$ cat src/hw/rtl/ppi8255_pkg.sv
`default_nettype none

package ppi8255_pkg;

  // access kinds
  localparam logic [1:0] KIND_READ  = 2'd0;
  localparam logic [1:0] KIND_WRITE = 2'd1;
  localparam logic [1:0] KIND_CTRL  = 2'd2;
  localparam logic [1:0] KIND_PIN   = 2'd3;

  // port addresses
  localparam logic [1:0] PORT_A    = 2'd0;
  localparam logic [1:0] PORT_B    = 2'd1;
  localparam logic [1:0] PORT_C    = 2'd2;
  localparam logic [1:0] PORT_NONE = 2'd3;

  // control byte applied at reset
  localparam logic [7:0] CTRL_RESET = 8'h9b;

  // port C lower nibble, narrowed when group A handshake owns bit 3
  localparam logic [7:0] C_LOW_FULL  = 8'h0f;
  localparam logic [7:0] C_LOW_SHORT = 8'h07;
  localparam logic [7:0] C_UPPER     = 8'hf0;

  typedef struct packed {
    logic [1:0] kind;
    logic [1:0] port;
    logic [7:0] data;
  } in_beat_t;

  typedef struct packed {
    logic [7:0] read_data;
    logic [7:0] out_a;
    logic [7:0] out_b;
    logic [7:0] out_c;
    logic [7:0] drive_a;
    logic [7:0] drive_b;
    logic [7:0] drive_c;
    logic       intr_a;
    logic       intr_b;
  } out_beat_t;

  // masks that follow from the mode byte alone
  typedef struct packed {
    logic [7:0] im_a;
    logic [7:0] im_b;
    logic [7:0] im_c;
    logic [7:0] wm_c;
    logic [7:0] srm;
    logic [7:0] hm;
  } mode_masks_t;

endpackage

`default_nettype wire

$ cat src/hw/rtl/parallel_port_interface_8255.sv
`default_nettype none

// Channel   Handshake              Beat
// ------    ---------------------  ------------------------------------------
// input     in_valid / in_stall    in_item  : kind, port, data
// result    out_valid / out_stall  out_item : read data, pin values, masks, irq
//
// One access enters the input register, passes the state update logic and
// lands in the result register; one beat per cycle is sustained while
// out_stall stays low. Reset (synchronous, rst_n low) applies control
// byte 0x9b. While a result waits under out_stall, the input register holds
// its beat and in_stall rises only when that register is also occupied.

module parallel_port_interface_8255 (
  input  wire logic                   clk,
  input  wire logic                   rst_n,
  input  wire logic                   in_valid,
  output logic                        in_stall,
  input  wire ppi8255_pkg::in_beat_t  in_item,
  output logic                        out_valid,
  input  wire logic                   out_stall,
  output ppi8255_pkg::out_beat_t      out_item
);

  // Recompute the interrupt status bits from status and enables
  function automatic logic [7:0] eval_intr(input logic [7:0] c, input logic [7:0] s_in,
                                           input logic [7:0] e);
    logic [7:0] s;
    s = s_in;
    if (c[6]) begin
      s[3] = (e[6] & s[7] & s[6]) | (e[4] & s[4] & s[6]);
    end else if (c[5]) begin
      if (c[4]) begin
        s[3] = e[6] & s[5] & s[4];
      end else begin
        s[3] = e[6] & s[6] & s[7];
      end
    end
    if (c[2]) begin
      s[0] = e[2] & s[1] & s[2];
    end
    return s;
  endfunction

  // Derive direction, write, set/reset and handshake masks from a mode byte
  function automatic ppi8255_pkg::mode_masks_t mode_masks(input logic [7:0] c);
    ppi8255_pkg::mode_masks_t m;
    logic [7:0] low;
    m.im_a = {8{c[4]}};
    m.im_b = {8{c[1]}};
    m.im_c = '0;
    m.wm_c = '0;
    m.srm  = '0;
    m.hm   = '0;
    if (c[6]) begin
      m.im_c = 8'h50;
      m.hm   = 8'hf8;
    end else if (c[5]) begin
      if (c[4]) begin
        m.srm  = 8'hc0;
        m.im_c = 8'h10;
        m.hm   = 8'h38;
      end else begin
        m.srm  = 8'h30;
        m.im_c = 8'h40;
        m.hm   = 8'hc8;
      end
    end else begin
      if (c[3]) begin
        m.im_c = ppi8255_pkg::C_UPPER;
      end
      m.srm  = ppi8255_pkg::C_UPPER;
      m.wm_c = ppi8255_pkg::C_UPPER;
    end
    low = (c[6] | c[5]) ? ppi8255_pkg::C_LOW_SHORT : ppi8255_pkg::C_LOW_FULL;
    if (!c[2]) begin
      m.srm  = m.srm | low;
      m.wm_c = m.wm_c | low;
      if (c[0]) begin
        m.im_c = m.im_c | low;
      end
    end else begin
      m.im_c = m.im_c | 8'h04;
      m.hm   = m.hm | 8'h07;
    end
    return m;
  endfunction

  logic                    in_vld_r;
  ppi8255_pkg::in_beat_t   in_item_r;
  logic                    out_vld_r;
  ppi8255_pkg::out_beat_t  out_item_r;
  logic                    adv;

  logic [7:0] mode_r, mode_nxt;
  logic [7:0] ol_r [3];
  logic [7:0] ol_nxt [3];
  logic [7:0] sl_r [2];
  logic [7:0] sl_nxt [2];
  logic [7:0] pin_r [3];
  logic [7:0] pin_nxt [3];
  logic [7:0] hs_r, hs_nxt;
  logic [7:0] ie_r, ie_nxt;

  logic [7:0]                rd;
  logic [7:0]                hs_tmp;
  logic [7:0]                bit_sel;
  logic [7:0]                plain;
  logic                      again;
  ppi8255_pkg::mode_masks_t  mk;
  ppi8255_pkg::mode_masks_t  mk_nxt;
  ppi8255_pkg::out_beat_t    res;

  // Advance when the result register is free or being emptied
  assign adv      = in_vld_r & (~out_vld_r | ~out_stall);
  assign in_stall = in_vld_r & ~adv;

  // Apply one access to the state
  always_comb begin
    mode_nxt = mode_r;
    ol_nxt   = ol_r;
    sl_nxt   = sl_r;
    pin_nxt  = pin_r;
    hs_nxt   = hs_r;
    ie_nxt   = ie_r;
    rd       = '0;
    hs_tmp   = hs_r;
    again    = 1'b0;
    plain    = '0;
    mk       = mode_masks(mode_r);
    bit_sel  = 8'b1 << in_item_r.data[3:1];
    unique case (in_item_r.kind)
      ppi8255_pkg::KIND_CTRL: begin
        if (in_item_r.data[7]) begin
          // mode set: clear latches and enables, set status bits 7 and 1 for handshake groups
          mode_nxt  = in_item_r.data;
          ol_nxt[0] = '0;
          ol_nxt[1] = '0;
          ol_nxt[2] = '0;
          sl_nxt[0] = '0;
          sl_nxt[1] = '0;
          ie_nxt    = '0;
          hs_tmp    = {in_item_r.data[6] | in_item_r.data[5], 5'b0, in_item_r.data[2], 1'b0};
          hs_nxt    = eval_intr(in_item_r.data, hs_tmp, 8'h00);
        end else begin
          // bit set/reset: enables always, port C latch only where allowed
          if (in_item_r.data[0]) begin
            ie_nxt    = ie_r | bit_sel;
            ol_nxt[2] = ol_r[2] | (bit_sel & mk.srm);
          end else begin
            ie_nxt    = ie_r & ~bit_sel;
            ol_nxt[2] = ol_r[2] & ~(bit_sel & mk.srm);
          end
          hs_nxt = eval_intr(mode_r, hs_r, ie_nxt);
        end
      end
      ppi8255_pkg::KIND_READ: begin
        if (in_item_r.port != ppi8255_pkg::PORT_NONE) begin
          pin_nxt[in_item_r.port] = in_item_r.data;
        end
        case (in_item_r.port)
          ppi8255_pkg::PORT_A: begin
            if (mode_r[6] | mode_r[5]) begin
              if (hs_r[5]) begin
                hs_tmp[4] = 1'b1;
                hs_tmp[5] = 1'b0;
                hs_nxt    = eval_intr(mode_r, hs_tmp, ie_r);
              end
              rd = sl_r[0];
            end else begin
              rd = (in_item_r.data & mk.im_a) | (ol_r[0] & ~mk.im_a);
            end
          end
          ppi8255_pkg::PORT_B: begin
            if (mode_r[2]) begin
              if (hs_r[1]) begin
                hs_tmp[2] = 1'b1;
                hs_tmp[1] = 1'b0;
                hs_nxt    = eval_intr(mode_r, hs_tmp, ie_r);
              end
              rd = sl_r[1];
            end else begin
              rd = (in_item_r.data & mk.im_b) | (ol_r[1] & ~mk.im_b);
            end
          end
          ppi8255_pkg::PORT_C: begin
            plain = (in_item_r.data & mk.im_c) | (ol_r[2] & ~mk.im_c);
            rd    = (hs_r & mk.hm) | (plain & ~mk.hm);
          end
          default: rd = '0;
        endcase
      end
      ppi8255_pkg::KIND_WRITE: begin
        case (in_item_r.port)
          ppi8255_pkg::PORT_A: begin
            if (mode_r[6] | (mode_r[5] & ~mode_r[4])) begin
              sl_nxt[0] = in_item_r.data;
              hs_tmp[7] = 1'b0;
              hs_nxt    = eval_intr(mode_r, hs_tmp, ie_r);
            end else begin
              ol_nxt[0] = in_item_r.data;
            end
          end
          ppi8255_pkg::PORT_B: begin
            if (mode_r[2] & ~mode_r[1]) begin
              sl_nxt[1] = in_item_r.data;
              hs_tmp[1] = 1'b0;
              hs_nxt    = eval_intr(mode_r, hs_tmp, ie_r);
            end else begin
              ol_nxt[1] = in_item_r.data;
            end
          end
          ppi8255_pkg::PORT_C: begin
            ol_nxt[2] = (in_item_r.data & mk.wm_c) | (ol_r[2] & ~mk.wm_c);
          end
          default: ol_nxt = ol_r;
        endcase
      end
      ppi8255_pkg::KIND_PIN: begin
        if (in_item_r.port != ppi8255_pkg::PORT_NONE) begin
          pin_nxt[in_item_r.port] = in_item_r.data;
        end
        // strobes arrive on port C pins
        if (in_item_r.port == ppi8255_pkg::PORT_C) begin
          if (mode_r[6]) begin
            if (in_item_r.data[4]) begin
              sl_nxt[0] = pin_r[0];
              hs_tmp[5] = 1'b1;
              again     = 1'b1;
            end
          end else begin
            if (mode_r[5] & in_item_r.data[4]) begin
              sl_nxt[0] = pin_r[0];
              hs_tmp[5] = 1'b1;
              again     = 1'b1;
            end
            if (mode_r[2] & in_item_r.data[2]) begin
              sl_nxt[1] = pin_r[1];
              hs_tmp[1] = 1'b1;
              again     = 1'b1;
            end
          end
          if (again) begin
            hs_nxt = eval_intr(mode_r, hs_tmp, ie_r);
          end
        end
      end
      default: rd = '0;
    endcase

    // form the result from the updated state
    mk_nxt        = mode_masks(mode_nxt);
    res.read_data = rd;
    res.out_a     = ol_nxt[0] | mk_nxt.im_a;
    res.out_b     = ol_nxt[1] | mk_nxt.im_b;
    res.out_c     = ol_nxt[2] | mk_nxt.im_c;
    res.drive_a   = ~mk_nxt.im_a;
    res.drive_b   = ~mk_nxt.im_b;
    res.drive_c   = ~mk_nxt.im_c;
    res.intr_a    = hs_nxt[3];
    res.intr_b    = hs_nxt[0];
  end

  // Hold or load the input register
  always_ff @(posedge clk) begin
    if (!rst_n) begin
      in_vld_r <= 1'b0;
    end else if (!in_stall) begin
      in_vld_r <= in_valid;
    end
    if (in_valid && !in_stall) begin
      in_item_r <= in_item;
    end
  end

  // Advance the state and the result register
  always_ff @(posedge clk) begin
    if (!rst_n) begin
      out_vld_r <= 1'b0;
      mode_r    <= ppi8255_pkg::CTRL_RESET;
      ol_r[0]   <= '0;
      ol_r[1]   <= '0;
      ol_r[2]   <= '0;
      sl_r[0]   <= '0;
      sl_r[1]   <= '0;
      pin_r[0]  <= '0;
      pin_r[1]  <= '0;
      pin_r[2]  <= '0;
      hs_r      <= '0;
      ie_r      <= '0;
    end else begin
      if (adv) begin
        out_vld_r <= 1'b1;
        mode_r    <= mode_nxt;
        ol_r      <= ol_nxt;
        sl_r      <= sl_nxt;
        pin_r     <= pin_nxt;
        hs_r      <= hs_nxt;
        ie_r      <= ie_nxt;
      end else if (!out_stall) begin
        out_vld_r <= 1'b0;
      end
    end
    if (adv) begin
      out_item_r <= res;
    end
  end

  assign out_valid = out_vld_r;
  assign out_item  = out_item_r;

endmodule

`default_nettype wire
$ cat config.mk
export PLATFORM = sky130hd
export DESIGN_NAME = parallel_port_interface_8255
export DESIGN_NICKNAME = d
export VERILOG_FILES = /design/src/hw/rtl/ppi8255_pkg.sv /design/src/hw/rtl/parallel_port_interface_8255.sv
export SDC_FILE = /design/constraint.sdc
export NUM_CORES = 1
export LEC_CHECK = 0
export BUFFER_PORTS_ARGS = -buffer_cell sky130_fd_sc_hd__buf_2
export CORE_MARGIN = 5
export CORE_UTILIZATION = 53
export CTS_CLUSTER_DIAMETER = 30
export CTS_CLUSTER_SIZE = 30
export DETAILED_ROUTE_END_ITERATION = 8
export GPL_TIMING_DRIVEN = 0
export PLACE_DENSITY = 0.72
export RECOVER_POWER = 50
export SYNTH_ARGS = -nofsm -noshare
export SYNTH_HDL_FRONTEND = slang
export SYNTH_SLANG_ARGS = --single-unit
export TNS_END_PERCENT = 50
$ cat constraint.sdc
create_clock -name clk -period 2.8 [get_ports clk]
set_input_delay 0.56 -clock clk [delete_from_list [all_inputs] [get_ports clk]]
set_output_delay 0.56 -clock clk [all_outputs]
set_load 0.02 [all_outputs]
Word level (Yosys, flattened, before mapping). Index checks and enable logic that the tools add are counted.

Register bits: 159.

Shift-type cells: 1. Multiplexer cells: 103. Reduce and logical (&&, ||, !) cells: 17. $lt $le $gt $ge: 2. Bitwise gates (word level): 85. Equal/unequal tests: 28.

Operator list (number): $mux 8 (39); $and 8x8->8 (13); $mux 16 (6); $not 8->8 (10); $or 8x8->8 (10); $pmux 16 s3 (1); $pmux 24 s2 (1); $reduce_and 8->1 (5); $mux 1 (36); $ne 2x2->1 const B (16); $or 8x4->8 (4); $pmux 8 s4 (1); $and 1x1->1 (31); $mux 7 (4); $bwmux 24 (1); $pmux 8 s3 (1); $mux 4 (5); $mux 6 (3); $demux 8 s2 (1); $pmux 8 s2 (1); $pmux 6 s2 (1); $ne 2x1->1 const B (5); $reduce_and 10->1 (1); $not 1->1 (8); 19 further kinds (32).

Depth between registers and ports, before layout. Gate-level depths: netlist of run 1.

Word-level depth: 13. Depth in mapped cells: 12. Mapped depth without buffers: 8.

Least setup slack after synthesis of run 1. No wires, ideal clock.

Path type: in2reg. Start point: input port out_stall. End point: register ol_r[4] (netlist name). Stages on the path: 7. Path buffers: 2. Path slack: -0.232 ns. Data arrival time: 2.960 ns. Cell sequence: nand2_1 -> nand2_1 -> inv_1 -> clkbuf_1 -> clkbuf_1 -> a22oi_1 -> nor2_1.

Cells in the longest elaborated chain, start to end: 3.

RTL lines: start: declaration (RTL line parallel_port_interface_8255.sv:21) `input wire logic out_stall,`; $not 1->1 (RTL line parallel_port_interface_8255.sv:115) `assign adv = in_vld_r & (~out_vld_r | ~out_stall);`; $or 1x1->1 (RTL line parallel_port_interface_8255.sv:115); $and 1x1->1 (RTL line parallel_port_interface_8255.sv:115); via adv (RTL line parallel_port_interface_8255.sv:93) `logic adv;`; end signal: assignment (RTL line parallel_port_interface_8255.sv:295) `ol_r <= ol_nxt;`; end: declaration (RTL line parallel_port_interface_8255.sv:96) `logic [7:0] ol_r [3];`.

The timed path passes the listed nets, and every way through them passes these cells. A chain may end at the register's enable or synchronous reset.

Worst setup path after layout of run 1.
Start point: register in_item_r[10] (netlist name). End point: register sl_r[3] (netlist name).

Cells in the longest elaborated chain, start to end: 3. Elaborated cells between the ends (all ways): 12. Classes of those cells: eq/ne (9); mux (1); reduce/logical (2).

RTL lines: start: declaration (RTL line parallel_port_interface_8255.sv:90) `ppi8255_pkg::in_beat_t in_item_r;`; start signal: assignment (RTL line parallel_port_interface_8255.sv:272) `in_item_r <= in_item;`; $eq 2x1->1 or $eq 2x2->1 (tied branches) (RTL line parallel_port_interface_8255.sv:132) `unique case (in_item_r.kind)`; $ne 2x1->1 (no line) (tied with other cells); $reduce_and 8->1 (no line); end signal: assignment (RTL line parallel_port_interface_8255.sv:296) `sl_r <= sl_nxt;`; end: declaration (RTL line parallel_port_interface_8255.sv:98) `logic [7:0] sl_r [2];`.

Parallel ways exist; a longest one is shown, timed or not.

==> results.py, run 1 <==
metrics = {
    "outcome": {
        "outcome": "complete, but fails checks",
        "failed_checks": "capacitance limit, slew limit",
    },
    "sta": {
        "setup-violations-final": 0,
        "layout_worst_path_cycle_share_pct": 94.6,
        "timing.fmax_ghz": 0.377,
        "worst_slack_ns": 0.151,
        "timing.final.crit_period_ns": 2.65,
        "timing.max_slew.rel_slack_pct": -8.19,
        "final-hold-violation-count": 0,
        "setup_repair_after_global_routing_missed_its_margin": "false",
        "finClkSkew_ns": 0.00973,
        "tightestPinTransition_ns": 1.62,
        "worst_hold_slack_ns": 0.318,
        "final_max_slew_viol_count": 13,
    },
    "setup_path": {
        "data_required_time_of_the_critical_path_ns": 3.07,
        "rr_startpoint": "in_item_r[10]",
        "ff2ff_path_depth": 10,
        "worst-endpoint-arrival_ns": 2.92,
        "worstSetupStartpointType": "flop",
        "critical_path.endpoint": "sl_r[3]",
        "timing.critical_path.from": "in_item_r[10]",
        "reg2reg_to": "sl_r[3]",
        "worst_reg_to_reg_setup_slack_ns": 0.15,
        "worstSetupPathType": "reg -> reg",
        "crit_path_max_fanout": 10,
        "setup.worst_path.end_class": "flop",
    },
    "yosys": {
        "yosys-top-cells-area": "sky130_fd_sc_hd__edfxtp_1 (25%), sky130_fd_sc_hd__dfxtp_1 (22%), sky130_fd_sc_hd__mux2i_1 (7.3%)",
        "postSynth.topFlopCell": "sky130_fd_sc_hd__dfxtp_1",
        "synth.yosys.seq_area_share_pct": 47.1,
        "syn_area_sq_um": 6590,
        "ys_types": 67,
        "synthDominantAreaCellType": "sky130_fd_sc_hd__edfxtp_1",
        "synth_enable_flop_cells": 54,
        "ys_seq_elements": 128,
        "postSynthNetCount": 721,
        "postSynthAreaPerCell_sq_um": 9.40,
        "synth_cells": 701,
        "ys_async_sr_fraction_pct": 0,
        "synth_top_cell_area_share_pct": 24.6,
        "yosys_warning_count": 0,
    },
    "floorplan": {
        "fp.dieW_microns": 122,
        "io_pins": 76,
        "die_h_microns": 122,
        "fp.dieArea_sq_um": 14800,
        "core_region_area_sq_um": 12100,
        "row_count": 40,
        "initial_core_util_pct": 54.4,
    },
    "routing": {
        "maxUsedRoutingLayer": "met4",
        "dr.first_iter.drc_count": 772,
        "routed-wl-met3_microns": 1800,
        "detailroute.via_count": 6137,
        "detail_route.wirelength.met1_microns": 9250,
        "finalWirelength_microns": 22000,
        "drc": 0,
        "detail_route.first_pass.iterations": 6,
        "antenna_violating_nets_post_route": 0,
        "post_drt_via_cell_ratio": 6.29,
        "post_drt_wl_per_cell_microns": 22.6,
        "route.met2.wl_microns": 10300,
    },
    "final_layout": {
        "most-common-layout-cells": "sky130_fd_sc_hd__nor2_1 (96), sky130_fd_sc_hd__clkbuf_1 (87), sky130_fd_sc_hd__dfxtp_1 (74)",
        "fin_area_sq_um": 7670,
        "nets": 815,
        "final_cell_count_no_fill": 976,
        "flow.area_growth_from_synthesis_pct": 16.4,
        "antenna_cells": 0,
        "final_layout_size_suffix_gt1_share_pct": 12.5,
        "leading_cell_type_in_the_layout_fill_and_taps_excluded": "sky130_fd_sc_hd__nor2_1",
    },
    "clock_tree": {
        "cts-root-buf": "sky130_fd_sc_hd__clkbuf_16",
        "clock_tree.htree_level_count": 4,
        "cts-hold-fix-buffers": 0,
        "clock_tree.buffer_depth": 2,
        "post-cts-setup-buffer-count": 0,
        "numCtsBuffers": 17,
        "clock-sinks": 128,
        "cts.clk_slew.worst_paths_ns": 0.06,
        "cts_tree": "built",
        "clock_latency_ns": 0.42,
    },
    "grt": {
        "grt_pass1_wl_microns": 33100,
        "globalRoute.totalOverflow": 0,
        "global_route.usage.total_pct": 29.8,
        "grt_start_max_net_pins": 52,
        "grt_antenna_before_repair": 0,
        "grt_pass1_vias": 5739,
    },
    "placed_design": {
        "place_inst": 944,
        "dp_slack_ns": -0.443,
        "place_area_sq_um": 7180,
        "finalWeightedCongestion": 0.978,
        "dp_hpwl_microns": 15700,
        "port_buffers": 75,
    },
    "min_path": {
        "min-delay-path-class": "in -> reg",
    },
    "power_and_ir_drop": {
        "powerDensity_nw_per_um2": 632,
        "max-vdd-ir-drop_uv": 438,
        "leakagePower_uw": 0.00288,
    },
    "flow_run": {
        "max-cap-violations": 1,
    },
}
sequential cells by signal, indices dropped and copies added (netlist names):
register and cells:
out_item 42, ol_r 24, out_valid 1, pin_r 16, sl_r 16, in_item_r 12
mode_r 7, ie_r 2, hs_r 7, in_vld_r 1
cell type report:
class                   instances  area, sq um
plain buffers                  74          370
clock buffers                  22          497
clock inverters                10         73.8
fillers                      1086         4440
inverters                      16         60.1
multi-input cells             483         3040
flip-flops and latches        128         3100
well taps                     168          210
repair buffers                 75          315
per-layer routing:
layer / GRT usage [%] / vias up
li1: - / 2747
met1: 39.9 / 3003
met2: 47.2 / 332
met3: 7.13 / 55
met4: 11.0 / 0
met5: 0 / -
report_power, final:
group	total [uW]	leakage (uW)	switching, uW	internal [uW]
combinational	651	0.00151	452	200
clock	2120	0.000275	853	1270
sequential	2080	0.00109	46.8	2030
synthesized netlist by cell type (5+ instances only):
| master | count |
|---|---|
| sky130_fd_sc_hd__nand2_1 | 57 |
| sky130_fd_sc_hd__edfxtp_1 | 54 |
| sky130_fd_sc_hd__buf_1 | 6 |
| sky130_fd_sc_hd__buf_2 | 15 |
| sky130_fd_sc_hd__a22oi_1 | 26 |
| sky130_fd_sc_hd__a221o_1 | 16 |
| sky130_fd_sc_hd__and2_1 | 10 |
| sky130_fd_sc_hd__mux2i_1 | 48 |
| sky130_fd_sc_hd__nor2b_1 | 14 |
| sky130_fd_sc_hd__a31oi_1 | 6 |
| sky130_fd_sc_hd__nand4_1 | 5 |
| sky130_fd_sc_hd__o211ai_1 | 7 |
| sky130_fd_sc_hd__o21a_1 | 5 |
| sky130_fd_sc_hd__clkbuf_1 | 35 |
| sky130_fd_sc_hd__o21ai_0 | 32 |
| sky130_fd_sc_hd__nor3_1 | 14 |
| sky130_fd_sc_hd__a21oi_1 | 33 |
| sky130_fd_sc_hd__a211oi_1 | 16 |
| sky130_fd_sc_hd__inv_1 | 15 |
| sky130_fd_sc_hd__buf_4 | 17 |
| sky130_fd_sc_hd__dfxtp_1 | 74 |
| sky130_fd_sc_hd__o21ai_1 | 5 |
| sky130_fd_sc_hd__o22ai_1 | 6 |
| sky130_fd_sc_hd__nor2_1 | 96 |
| sky130_fd_sc_hd__a221oi_1 | 8 |
| sky130_fd_sc_hd__nand3_1 | 10 |
| sky130_fd_sc_hd__nand3b_1 | 5 |
stage by stage:
step | total power, uW | setup TNS, ns | utilization, %
after floorplan | 2540 | 0 | -
after global placement | 2750 | -18.75 | 59.3
final | 4850 | 0 | 63.3
after detailed placement | 2760 | -20.02 | 59.3
after global routing | 5020 | 0 | 63.3
after CTS | 4850 | 0 | 64.0
worst min path at each step:
stage / startpoint / to / slack [ns] / cells past startpoint
final: in_item[6] / in_item_r[6] / 0.32 / 1
after global routing: in_item[4] / in_item_r[4] / 0.30 / 1
after CTS: in_item[6] / in_item_r[6] / 0.31 / 1
after detailed placement: pin_r[17] / sl_r[9] / 0.48 / 2
after global placement: in_vld_r / out_valid / 0.46 / 2
after floorplan: in_vld_r / out_valid / 0.45 / 2
worst max-delay path, stage by stage, from the launching register on:
cell and delay (ns):
sky130_fd_sc_hd__edfxtp_1 0.38, sky130_fd_sc_hd__inv_1 0.08, sky130_fd_sc_hd__ha_1 0.19, sky130_fd_sc_hd__buf_2 0.19
sky130_fd_sc_hd__nand2b_1 0.09, sky130_fd_sc_hd__buf_4 0.19, sky130_fd_sc_hd__nand2_1 0.19, sky130_fd_sc_hd__nand4b_1 0.46
sky130_fd_sc_hd__clkbuf_1 0.32, sky130_fd_sc_hd__a221oi_1 0.33, sky130_fd_sc_hd__nor3_1 0.08
logic make-up after synthesis:
logic type | after synthesis | synth area share [%]
flip-flops | 128 | 47.1
AO/OA/AOI/OAI | 192 | 20.4
buffers and inverters | 90 | 6.49
adder cells (fa/ha/maj) | 4 | 0.759
AND/OR/NAND/NOR | 236 | 17.4
multiplexers | 51 | 7.80
timing repair:
action,CTS,global route
endpoints found under the setup margin,49,0
endpoints found under the hold margin,0,0
gates resized for setup,1,0
Power figures use the tool's default switching activity.
==> run 2: changes to the inputs <==
- clock period: 2.8 -> 2.2 ns (I/O delays scaled with it)
==> run 2 against run 1 <==
Compared with the run above:
- the flow now finishes without violations
- critical endpoint is now out_item[49]
- non-clock buffer count is 17 higher
- die area stayed put
- utilization is 2.8 points higher
- critical path depth is 4 lower
- total power is 29% higher
- clock power is 28% higher
- largest cell class is now multi-input gates
- maximum frequency is 22% higher
- sequential share of layout area is 1.7 points lower
- sequential power is 27% higher
==> results.py, run 2 (same netlist as run 1, synthesis figures left out) <==
metrics = {
    "outcome": {
        "outcome": "completed",
    },
    "grt": {
        "globalRoute.totalOverflow": 0,
        "grt_antenna_before_repair": 0,
        "grt_start_max_net_pins": 52,
        "grt_use_met3_pct": 6.76,
        "grt.met2_usage_pct": 47.6,
        "grtUsageMet1_pct": 40.3,
        "grt_pass1_wl_microns": 33300,
        "layer_with_the_highest_usage": "met2",
        "global_route.usage.total_pct": 30.0,
        "grt_pass1_vias": 5754,
    },
    "floorplan": {
        "fp.dieArea_sq_um": 14800,
        "die_h_microns": 122,
        "initial_core_util_pct": 54.4,
        "core_region_area_sq_um": 12100,
        "io_pins": 76,
        "row_count": 40,
        "fp.dieW_microns": 122,
    },
    "final_layout": {
        "fin_area_sq_um": 8010,
        "antenna_cells": 0,
        "final_layout_size_suffix_gt1_share_pct": 19.0,
        "most-common-layout-cells": "sky130_fd_sc_hd__nor2_1 (93), sky130_fd_sc_hd__clkbuf_1 (74), sky130_fd_sc_hd__dfxtp_1 (74)",
        "final_cell_count_no_fill": 993,
        "flow.area_growth_from_synthesis_pct": 21.5,
        "leading_cell_type_in_the_layout_fill_and_taps_excluded": "sky130_fd_sc_hd__nor2_1",
        "nets": 832,
        "largest_register_ff_count": 42,
    },
    "power_and_ir_drop": {
        "power.share.clock_pct": 43.3,
        "max-vdd-ir-drop_uv": 563,
        "seq_power_share_pct": 42.4,
        "leakagePower_uw": 0.00307,
        "netSwitchingPower_uw": 1750,
        "comb_power_share_pct": 14.3,
        "powerDensity_nw_per_um2": 780,
        "p_sw_share_pct": 28.1,
        "p_int_uw": 4490,
        "design_power_total_uw": 6250,
    },
    "routing": {
        "dr.first_iter.drc_count": 715,
        "drc": 0,
        "finalWirelength_microns": 22200,
        "detail_route.first_pass.iterations": 5,
        "post_drt_via_cell_ratio": 6.20,
        "detailroute.via_count": 6152,
        "antenna_violating_nets_post_route": 0,
        "post_drt_wl_per_cell_microns": 22.3,
    },
    "placed_design": {
        "place_area_sq_um": 7180,
        "port_buffers": 75,
        "finalWeightedCongestion": 0.978,
        "place_inst": 944,
        "dp_hpwl_microns": 15700,
    },
    "sta": {
        "layout_worst_path_cycle_share_pct": 98.6,
        "worst_hold_slack_ns": 0.188,
        "timing.max_slew.rel_slack_pct": 36.8,
        "final-hold-violation-count": 0,
        "setup-violations-final": 0,
        "tightestPinTransition_ns": 0.944,
        "setup_repair_after_global_routing_missed_its_margin": "true",
        "final_max_slew_viol_count": 0,
        "timing.fmax_ghz": 0.461,
        "finClkSkew_ns": 0.0109,
        "timing.final.crit_period_ns": 2.17,
    },
    "clock_tree": {
        "clock_tree.htree_level_count": 4,
        "clock-sinks": 128,
        "clock_tree.buffer_depth": 2,
        "numCtsBuffers": 17,
        "cts-root-buf": "sky130_fd_sc_hd__clkbuf_16",
        "cts-hold-fix-buffers": 0,
        "cts.clk_slew.worst_paths_ns": 0.06,
        "clock_latency_ns": 0.43,
        "cts_tree": "built",
    },
    "setup_path": {
        "crit_path_max_incr_delay_ns": 0.41,
        "ff2ff_path_depth": 6,
        "worst-endpoint-arrival_ns": 2.33,
        "path_delay_family": "buffers and inverters",
        "crit_path_cell_trace": "inv_1, ha_1, clkbuf_2, clkbuf_4, nand3_2, a221o_1",
        "data_required_time_of_the_critical_path_ns": 2.36,
        "critical_path.n_buffers_inverters": 3,
        "crit_path_max_fanout": 10,
        "worstSetupPathType": "reg -> reg",
        "worstSetupStartpointType": "flop",
        "setup.worst_path.end_class": "flop",
        "critical_path_slowest_stage_cell": "sky130_fd_sc_hd__a221o_1",
        "worst-path-stages": 6,
    },
    "min_path": {
        "min_path_cells": 1,
        "min-delay-path-class": "in -> reg",
    },
    "flow_run": {
        "max-cap-violations": 0,
    },
}
## run 2: final timing paths
path                       end           from  slack [ns]
setup / recovery  out_item[49]  in_item_r[10]        0.03
hold / removal    in_item_r[6]     in_item[6]        0.19
setup reg to reg  out_item[49]  in_item_r[10]        0.03
hold reg to reg        sl_r[9]      pin_r[17]        0.49
## run 2: per-stage QoR
| stage | util, % | worst slack [ns] | setup TNS, ns |
|---|---|---|---|
| floorplan | - | 0.00487 | 0 |
| global placement | 59.3 | -0.878 | -57.75 |
| detailed placement | 59.3 | -0.923 | -58.66 |
| CTS | 65.3 | -0.0105 | -0.0226 |
| global route | 66.1 | -0.0476 | -0.311 |
| finish | 66.1 | 0.0316 | 0 |
## run 2: cell type report
class / instances / area, sq um
clock inverters: 10 / 73.8
plain buffers: 72 / 417
repair buffers: 94 / 483
well taps: 168 / 210
fillers: 1054 / 4100
inverters: 16 / 60.1
multi-input cells: 483 / 3170
clock buffers: 22 / 497
flip-flops and latches: 128 / 3100
## run 2: routing by layer
layer | up-vias | wire [microns]
met5 | - | 0
met4 | 0 | 632
met3 | 49 | 1950
met2 | 337 | 10400
met1 | 2978 | 9200
li1 | 2788 | -
## run 2: power by group through the flow
stage | combinational, uW | sequential (uW) | clock, uW
floorplan | 502 | 2730 | 0
CTS | 856 | 2640 | 2700
detailed placement | 824 | 2690 | 0
global route | 949 | 2650 | 2850
finish | 892 | 2650 | 2710
global placement | 815 | 2690 | 0
## run 2: timing repair
action,4_1_cts,5_1_grt
cloned,1,0
pin swaps,1,1
gates resized for setup,37,24
buffers inserted,3,15
endpoints found under the setup margin,125,70
==> run 3: changes to the inputs <==
--- a/config.mk
+++ b/config.mk
@@ -8,2 +8,3 @@
 export BUFFER_PORTS_ARGS = -buffer_cell sky130_fd_sc_hd__buf_2
+export CAP_MARGIN = 20
 export CORE_MARGIN = 5
--- a/constraint.sdc
+++ b/constraint.sdc
@@ -3,2 +3,2 @@
 set_output_delay 0.44 -clock clk [all_outputs]
-set_load 0.02 [all_outputs]
+set_load 0.05 [all_outputs]
==> run 3 against run 2 <==
Compared with the run above:
- the run now ends with setup timing left
- setup slack lost 0.052 ns
- cell count is 0.50% lower
- combinational power is 13% higher
- sequential power about the same
- clock skew is 0.0017 ns lower
- global-route usage grew 0.94 points
- clock power shrank 5%
- die area stayed put
- hold slack got worse by 0.0041 ns
==> results.py, run 3 (same netlist as run 1, synthesis figures left out) <==
metrics = {
    "outcome": {
        "outcome": "complete, but fails checks",
        "failed_checks": "setup timing",
    },
    "sta": {
        "timing.max_slew.rel_slack_pct": 36.5,
        "finClkSkew_ns": 0.00916,
        "tightestPinTransition_ns": 0.948,
        "worst_slack_ns": -0.0201,
        "timing.fmax_ghz": 0.450,
        "setup-violations-final": 2,
        "layout_worst_path_cycle_share_pct": 101,
        "final_max_slew_viol_count": 0,
        "setup-tns-final_ns": -0.0271,
        "timing.final.crit_period_ns": 2.22,
        "final-hold-violation-count": 0,
        "setup_repair_after_global_routing_missed_its_margin": "true",
    },
    "clock_tree": {
        "cts-root-buf": "sky130_fd_sc_hd__clkbuf_16",
        "clock_latency_ns": 0.43,
        "clock_tree.htree_level_count": 4,
        "clock_tree.buffer_depth": 2,
        "numCtsBuffers": 17,
        "cts.clk_slew.worst_paths_ns": 0.06,
        "clock-sinks": 128,
        "cts_tree": "built",
        "cts-hold-fix-buffers": 0,
    },
    "floorplan": {
        "io_pins": 76,
        "row_count": 40,
        "core_region_area_sq_um": 12100,
        "initial_core_util_pct": 54.4,
        "die_h_microns": 122,
        "fp.dieW_microns": 122,
        "fp.dieArea_sq_um": 14800,
    },
    "placed_design": {
        "dp_hpwl_microns": 15900,
        "place_inst": 944,
        "dp_slack_ns": -0.617,
        "port_buffers": 75,
        "finalWeightedCongestion": 1.02,
    },
    "power_and_ir_drop": {
        "max-vdd-ir-drop_uv": 651,
        "p_sw_share_pct": 30.7,
        "seq_power_share_pct": 42.6,
        "leakagePower_uw": 0.00301,
        "power.share.clock_pct": 41.2,
        "powerDensity_nw_per_um2": 785,
        "design_power_total_uw": 6220,
        "netSwitchingPower_uw": 1910,
        "comb_power_share_pct": 16.2,
        "p_int_uw": 4310,
    },
    "setup_path": {
        "data_required_time_of_the_critical_path_ns": 2.54,
        "crit_path_max_incr_delay_ns": 0.58,
        "path_delay_family": "buffers and inverters",
        "worst-endpoint-arrival_ns": 2.57,
        "critical_path_slowest_stage_cell": "sky130_fd_sc_hd__clkbuf_1",
        "worstSetupPathType": "reg -> reg",
        "critical_path.n_buffers_inverters": 2,
        "worstSetupStartpointType": "flop",
        "crit_path_max_fanout": 10,
        "setup.worst_path.end_class": "flop",
        "cp_common_cell": "sky130_fd_sc_hd__clkbuf_1",
        "crit_path_cell_trace": "clkbuf_1, clkbuf_1, a22oi_1, a211oi_1",
    },
    "routing": {
        "detail_route.wirelength.met1_microns": 8940,
        "detailroute.via_count": 6155,
        "antenna_violating_nets_post_route": 0,
        "routed-wl-met3_microns": 2020,
        "dr.first_iter.drc_count": 566,
        "detail_route.first_pass.iterations": 5,
        "finalWirelength_microns": 22700,
        "drc": 0,
        "maxUsedRoutingLayer": "met4",
        "route.met2.wl_microns": 10800,
        "post_drt_wl_per_cell_microns": 23.0,
        "post_drt_via_cell_ratio": 6.23,
    },
    "final_layout": {
        "seqCellArea_sq_um": 3100,
        "final_layout_size_suffix_gt1_share_pct": 17.8,
        "flow.area_growth_from_synthesis_pct": 20.3,
        "antenna_cells": 0,
        "multi_input_comb_area_sq_um": 3190,
        "fillers": 1042,
        "nets": 827,
        "largest_register_ff_count": 42,
        "most-common-layout-cells": "sky130_fd_sc_hd__nor2_1 (93), sky130_fd_sc_hd__clkbuf_1 (82), sky130_fd_sc_hd__dfxtp_1 (74)",
        "leading_cell_type_in_the_layout_fill_and_taps_excluded": "sky130_fd_sc_hd__nor2_1",
        "final_cell_count_no_fill": 988,
    },
    "grt": {
        "grt_antenna_before_repair": 0,
        "grt_pass1_vias": 5910,
        "global_route.usage.total_pct": 30.9,
        "globalRoute.totalOverflow": 0,
        "grt_start_max_net_pins": 52,
        "grt_pass1_wl_microns": 34100,
    },
    "flow_run": {
        "max-cap-violations": 0,
    },
    "min_path": {
        "min-delay-path-class": "in -> reg",
    },
}
[run 3: cell types whose count changed in the layout (fill, tap and decap cells not counted), moves of 2 or more]
cell,previous run,this run
sky130_fd_sc_hd__a221oi_2,0,6
sky130_fd_sc_hd__mux2_1,0,2
sky130_fd_sc_hd__clkbuf_2,8,12
sky130_fd_sc_hd__clkinv_4,3,6
sky130_fd_sc_hd__a221oi_1,8,2
sky130_fd_sc_hd__o21ai_0,31,33
sky130_fd_sc_hd__o21ai_1,6,4
sky130_fd_sc_hd__buf_2,42,29
sky130_fd_sc_hd__clkbuf_16,19,17
sky130_fd_sc_hd__clkbuf_4,16,1
sky130_fd_sc_hd__buf_4,19,29
sky130_fd_sc_hd__clkbuf_1,74,82
[run 3: repair_timing]
action	in CTS	in global routing
endpoints found under the setup margin	124	115
gates cloned	1	0
pin swaps	1	2
resized for setup	33	35
setup buffers	2	11
[run 3: area by class of cell]
type | instances | area share [%]
Buffer | 72 | 5.27
Tap cell | 168 | 2.65
Inverter | 16 | 0.757
Timing Repair Buffer | 89 | 5.25
Sequential cell | 128 | 39.1
Clock inverter | 15 | 1.42
Clock buffer | 17 | 5.36
Multi-Input combinational cell | 483 | 40.2
[run 3: per-layer routing]
metal | GRT usage (%) | vias to the layer above
met3 | 6.57 | 69
met1 | 38.5 | 2968
li1 | - | 2783
met4 | 16.6 | 0
met5 | 0 | -
met2 | 50.3 | 335
[run 3: worst paths after layout]
check / startpoint / end / slack [ns] / cells after the start
worst max-delay path: in_item_r[0] / sl_r[8] / -0.02 / 4
worst min-delay path: in_item[8] / in_item_r[8] / 0.18 / 1
worst max register to register: in_item_r[0] / sl_r[8] / -0.02 / 4
worst min register to register: pin_r[21] / pin_r[21] / 0.49 / 2
[run 3: metrics by stage]
step	hold WS, ns	utilization [%]	area, sq um
finish	0.184	65.5	7930
floorplan	0.451	-	6600
detailed placement	0.484	59.3	7180
CTS	0.180	64.9	7860
global route	0.176	65.5	7930
global placement	0.463	59.3	7180
[run 3: power by group through the flow]
stage                     clock, uW  sequential (uW)  combinational [uW]
after floorplan                   0             2820                 541
after global placement            0             2690                 943
after detailed placement          0             2690                 952
after CTS                      2570             2640                 981
after global routing           2700             2660                1060
final                          2570             2650                1010
